[src/rtl/smavg_pkg.sv]
// smavg_pkg: widths, register indexes, clamp helpers and shared types
// for the shifted moving average core; depends on nothing
`timescale 1ns / 1ps

package smavg_pkg;

    localparam int SAMPLE_W   = 32;
    localparam int SUM_W      = 40;
    localparam int RING_AW    = 9;
    localparam int COUNT_W    = 10;
    localparam int PERIOD_W   = 9;
    localparam int SHIFT_W    = 8;
    localparam int CFG_AW     = 1;
    localparam int CFG_DW     = 9;
    localparam int MAX_PERIOD = 256;
    localparam int MAX_SHIFT  = 255;
    localparam int DIV_STEPS  = SUM_W;
    localparam int DIV_CNT_W  = $clog2(DIV_STEPS + 1);

    localparam logic [CFG_AW-1:0] CFG_WINDOW_LENGTH = 1'b0;
    localparam logic [CFG_AW-1:0] CFG_WINDOW_SHIFT  = 1'b1;

    // divider status seen by the sequencer
    typedef struct packed {
        logic busy;
        logic done;
    } smavg_div_stat_t;

    function automatic logic [PERIOD_W-1:0] eff_period(input logic [PERIOD_W-1:0] p);
        logic [PERIOD_W-1:0] r;
        r = p;
        if (p == '0) begin
            r = PERIOD_W'(1);
        end else if (int'(p) > MAX_PERIOD) begin
            r = PERIOD_W'(MAX_PERIOD);
        end
        return r;
    endfunction

    function automatic logic [SHIFT_W-1:0] eff_shift(input logic [SHIFT_W-1:0] s);
        logic [SHIFT_W-1:0] r;
        r = s;
        if (int'(s) > MAX_SHIFT) begin
            r = SHIFT_W'(MAX_SHIFT);
        end
        return r;
    endfunction

    function automatic logic [SUM_W-1:0] widen(input logic [SAMPLE_W-1:0] x);
        return {{(SUM_W-SAMPLE_W){x[SAMPLE_W-1]}}, x};
    endfunction

endpackage

[src/rtl/smavg_div.sv]
// smavg_div: restoring divider, one quotient bit per cycle
// depends on smavg_pkg
`timescale 1ns / 1ps

module smavg_div (
    input  logic                             aclk,
    input  logic                             aresetn,
    input  logic                             start,
    input  logic [smavg_pkg::SUM_W-1:0]      dividend,
    input  logic [smavg_pkg::PERIOD_W-1:0]   divisor,
    output smavg_pkg::smavg_div_stat_t       stat,
    output logic [smavg_pkg::SUM_W-1:0]      quotient
);
    import smavg_pkg::*;

    logic [DIV_CNT_W-1:0] cnt_reg, cnt_next;
    logic                 busy_reg, busy_next;
    logic                 done_reg, done_next;
    logic [SUM_W-1:0]     dq_reg, dq_next;
    logic [PERIOD_W-1:0]  rem_reg, rem_next;
    logic [PERIOD_W-1:0]  dvs_reg, dvs_next;
    logic [PERIOD_W:0]    rem_sh;
    logic [PERIOD_W:0]    rem_sub;
    logic                 ge;

    always_comb begin
        rem_sh    = {rem_reg, dq_reg[SUM_W-1]};
        rem_sub   = rem_sh - {1'b0, dvs_reg};
        ge        = rem_sh >= {1'b0, dvs_reg};
        cnt_next  = cnt_reg;
        busy_next = busy_reg;
        done_next = 1'b0;
        dq_next   = dq_reg;
        rem_next  = rem_reg;
        dvs_next  = dvs_reg;
        if (start) begin
            cnt_next  = DIV_CNT_W'(DIV_STEPS);
            busy_next = 1'b1;
            dq_next   = dividend;
            rem_next  = '0;
            dvs_next  = divisor;
        end else if (busy_reg) begin
            // remainder stays below the divisor, so it fits back in PERIOD_W bits
            rem_next = ge ? rem_sub[PERIOD_W-1:0] : rem_sh[PERIOD_W-1:0];
            dq_next  = {dq_reg[SUM_W-2:0], ge};
            cnt_next = cnt_reg - DIV_CNT_W'(1);
            if (cnt_reg == DIV_CNT_W'(1)) begin
                busy_next = 1'b0;
                done_next = 1'b1;
            end
        end
    end

    always_ff @(posedge aclk) begin
        if (!aresetn) begin
            cnt_reg  <= '0;
            busy_reg <= 1'b0;
            done_reg <= 1'b0;
        end else begin
            cnt_reg  <= cnt_next;
            busy_reg <= busy_next;
            done_reg <= done_next;
        end
        dq_reg  <= dq_next;
        rem_reg <= rem_next;
        dvs_reg <= dvs_next;
    end

    assign stat.busy = busy_reg;
    assign stat.done = done_reg;
    assign quotient  = dq_reg;

endmodule

[config.mk]
export PLATFORM = sky130hd
export DESIGN_NAME = smavg_div
export DESIGN_NICKNAME = d
export VERILOG_FILES = /design/src/rtl/smavg_pkg.sv /design/src/rtl/smavg_div.sv
export SDC_FILE = /design/constraint.sdc
export NUM_CORES = 1
export LEC_CHECK = 0
export ABC_AREA = 1
export BUFFER_PORTS_ARGS = -buffer_cell sky130_fd_sc_hd__clkbuf_2
export CORE_ASPECT_RATIO = 1.75
export CORE_UTILIZATION = 55
export CTS_BUF_LIST = sky130_fd_sc_hd__clkbuf_4 sky130_fd_sc_hd__clkbuf_8 sky130_fd_sc_hd__clkbuf_16
export DETAILED_ROUTE_END_ITERATION = 6
export HOLD_SLACK_MARGIN = 0.06
export PLACE_DENSITY = 0.92
export REMOVE_ABC_BUFFERS = 1
export SETUP_SLACK_MARGIN = 0.2
export SLEW_MARGIN = 40
export SYNTH_ARGS = -nofsm -noshare
export SYNTH_HDL_FRONTEND = slang
export SYNTH_SLANG_ARGS = --single-unit
[constraint.sdc]
create_clock -name aclk -period 4.2 [get_ports aclk]
set_input_delay 0.42 -clock aclk [delete_from_list [all_inputs] [get_ports aclk]]
set_output_delay 0.42 -clock aclk [all_outputs]
set_load 0.01 [all_outputs]
# Word-level counts from Yosys, hierarchy flattened
# Index checks and enable logic that the tools add are counted.
[totals]
word_cells = 25
input_bits = 52
out_inout_bits = 42
regBits = 66
[op_classes]
bitwise = 2
addsub = 2
mux = 9
n_eq_ne = 1
n_reduce_logical = 3
n_lt_le_gt_ge = 1
[op_table]
columns = ["op", "count"]
rows = [
  ["40-bit two-way mux", 2],
  ["6-bit two-way mux", 2],
  ["10-bit by 9-bit >= comparator with 1-bit output", 1],
  ["9-bit two-way mux", 1],
  ["9-bit subtractor", 1],
  ["6-bit by 1-bit equality test with 1-bit output (second input constant)", 1],
  ["6-bit by 1-bit subtractor with 6-bit output (second input constant)", 1],
  ["1-bit two-way mux", 4],
  ["3-bit OR reduction", 1],
  ["1-bit inverter", 2],
  ["2-bit nonzero test", 1],
  ["2-bit OR reduction", 1],
]

# Logic depth before layout (Yosys ltp)
[depth]
word_depth = 4
depth_mapped = 12
depth_no_buf = 12

# Least setup slack after synthesis
# No wires, ideal clock.
[synth_path]
kind = "input-to-reg"
startpoint = "input start"
endpoint = "register dq_reg[0], in the netlist quotient[0] (enable)"
cell_stages = 3
path_slack_ns = 2.282
t_required_ns = 3.803
setup_ns = 0.397
n_path_buf = 1
arrival_time_ns = 1.521
cell_sequence = "buf_2 nor2_1 inv_1"
[synth_between]
elab_chain_len = 1
[synth_rtl]
columns = ["element", "line_no", "rtl"]
rows = [
  ["start: declaration", "smavg_div.sv:8", "input logic start,"],
  ["2-bit nonzero test (no source line)", "-", ""],
  ["end signal: assignment", "smavg_div.sv:64", "dq_reg <= dq_next;"],
  ["end: declaration", "smavg_div.sv:19", "logic [SUM_W-1:0] dq_reg, dq_next;"],
]
# No other way between the ends.
# A chain may end at the register's enable or synchronous reset.

# Worst setup path after layout
[layout_path]
startpoint = "register dq_reg[39], in the netlist quotient[39]"
endpoint = "register rem_reg[7]"
[layout_between]
elab_chain_len = 2
[layout_rtl]
columns = ["element", "line_no", "rtl"]
rows = [
  ["9-bit subtractor or 10-bit by 9-bit >= comparator with 1-bit output (tied branches)", "smavg_div.sv:28, smavg_div.sv:29", ""],
  ["9-bit two-way mux (*)", "smavg_div.sv:44", "rem_next = ge ? rem_sub[PERIOD_W-1:0] : rem_sh[PERIOD_W-1:0];"],
  ["end signal: assignment", "smavg_div.sv:65", "rem_reg <= rem_next;"],
  ["end: declaration", "smavg_div.sv:20", "logic [PERIOD_W-1:0] rem_reg, rem_next;"],
]
# Mark *: on every way between the ends. The rest lies on a longest branch, timed or not.

==> reports/results.ini <==
[yosys]
synth-edff-count=49
ys_warn_count=0
synthCells=383
yosysTopAreaCell=edfxtp_1
synth.distinct_cells=25
synthArstFlopShare_pct=0
synth-seq-area-share_pct=55.6
synth_area_leaders=edfxtp_1 45%, nand2_1 19%, dfxtp_1 10%
yosysTopAreaCellShare_pct=45.1
synthFlopType=edfxtp_1
syn_avg_cell_area_sq_um=8.51
ys_ff_latch=66
syn-cell-area_sq_um=3260

[cells_and_area]
multi_input_area_sq_um=1220
final_cell_mix=169 x nand2_1, 93 x clkbuf_2, 49 x edfxtp_1
ff_latch_area_sq_um=1810
finalNonFillerCells=556
layout-drive-gt1-share_pct=25.0
final_common_cell=nand2_1
fin_util_pct=69.8
n_antenna_cell=0
area_growth_pct=20.6
fin_nets=540
largest_reg_flops=40
fill_cells=444

[route]
drt-initial-drc-count=117
dr.pass1.iters=5
via_per_inst=5.14
routed_wl_mm=7.36
routedWlPerCell_um=13.2
drt.antenna.violating_nets=0
vias=2856
drc=0

[sta]
max_slew_margin_pct=63.5
fmax_ghz=0.465
period_share_pct=51.2
skew_ns=0.00949
rsz0062_at_grt=false
slew_viol_final=0
setup_viol=0
period_needed_ns=2.15
fin_setup_tns_ns=0
finalHoldViolCount=0
worstMarginPinSlew_ns=0.547

[clock_tree]
cts_buffer_depth=2
clk_latency_ns=0.34
numCtsBuffers=9
postCtsSetupBuffers=0
postCtsResizedCells=0
clock-sinks=66
cts_tree=yes
clk_pin_slew_ns=0.07
cts_root_buf=clkbuf_8
htreeDepth=3
ctsHoldBuffers=0

[global_routing]
grt_pass1_wl_mm=12.6
antenna_found_initial=0
grt_usage_pct=26.8
grt_pass1_vias=2833
overflow=0
grt_max_degree=52

[floorplanning]
ios=94
initial_core_util_pct=57.9
core-area_sq_um=5630
die_h_um=104
die_w_um=60.2
num_rows=36
die_area_sq_um=6250

[setup_path]
path_cells=inv_1 -> ha_1 -> inv_1 -> fa_1 -> nand2_1 -> nand3_2 -> nand2_2 -> nand2_2 -> nand3_1 -> nand3_1 -> nand2_1
cp.arrival_ns=2.44
critPathRequiredTime_ns=4.49
max_stage_delay_ns=0.43
path_max_fanout=12
path_class=reg2reg
end_kind=register
worstSetupStartpointType=register
cp_slowest_cell=fa_1

[placed_design]
gp_congestion=0.844
hpwl_mm=5.42
portBuffers=93
placed_cells=541

[power]
p_per_area_nw_per_um2=384
pwr-share-clk_pct=30.6
netSwitchingFraction_pct=26.6
power_frac_comb_pct=16.2
ir_drop_uv=318
p_sw_mw=0.402
power.internal_mw=1.11
seqPwrFrac_pct=53.2
leakagePower_nw=2.04

[run]
maxCapViolations=0

[outcome]
status=completed

[hold_path]
hold_path.class=in2reg

## worst paths after layout
kind	start	endpoint	slack, ns	depth (start not counted)
setup reg to reg	quotient[39]	rem_reg[7]	2.05	11
hold reg to reg	rem_reg[7]	rem_reg[7]	0.48	2
setup / recovery	quotient[39]	rem_reg[7]	2.05	11
hold / removal	divisor[6]	dvs_reg[6]	0.26	1
## critical path: cells and delay by family (launching register included)
family                   cells  cell delay (ns)
adder cells (fa/ha/maj)      2             0.59
buffers and inverters        2             0.18
flip-flops                   1             0.42
AND/OR/NAND/NOR              7             0.91
## per-stage QoR
step	instance area [sq um]	hold WS (ns)	worst slack (ns)	power [mW]
2_1_floorplan	3190	0.443	2.33	0.947
3_3_place_gp	3760	0.467	2.14	1.05
3_5_place_dp	3760	0.467	2.07	1.06
4_1_cts	3930	0.249	2.06	1.52
5_1_grt	3930	0.248	1.90	1.58
6_report	3930	0.262	2.05	1.51
## power by group through the flow
stage               registers [mW]  clock network (mW)  logic [mW]
floorplan                    0.829                   0       0.119
global placement             0.815                   0       0.231
detailed placement           0.815                   0       0.244
CTS                          0.803               0.468       0.244
global route                 0.810               0.495       0.274
finish                       0.804               0.462       0.244
## cells in the mapped netlist (3+ instances only)
cell type and count:
clkbuf_1 8, edfxtp_1 49, nand3b_1 3, o21ai_0 4, nand2_2 4, nor2_2 4
nand3_1 26, nand2_1 169, xnor2_1 3, nor2_1 18, a21oi_1 6, inv_1 41
nor3_1 5, dfxtp_1 17, ha_1 11
## final cells by class
class	count	area share (%)
flip-flops and latches	66	46.1
multi-input cells	262	31.0
repair buffers	95	12.2
clock buffers	14	4.11
inverters	42	4.04
well taps	76	2.42
clock inverters	1	0.127
## routing by layer
metal / GRT usage [%] / share of wire [%] / vias up
met4: 12.3 / 2.9 / 0
li1: - / - / 1404
met3: 5.99 / 5.0 / 22
met2: 43.4 / 55 / 102
met5: 0 / 0 / -
met1: 32.9 / 37 / 1328
## cells by family after synthesis
logic type               share of synthesized area [%]
AO/OA/AOI/OAI                                     2.69
XOR/XNOR                                         0.806
adder cells (fa/ha/maj)                           4.84
buffers and inverters                             7.06
flip-flops                                        55.6
AND/OR/NAND/NOR                                   29.0
Power figures use the tool's default switching activity.
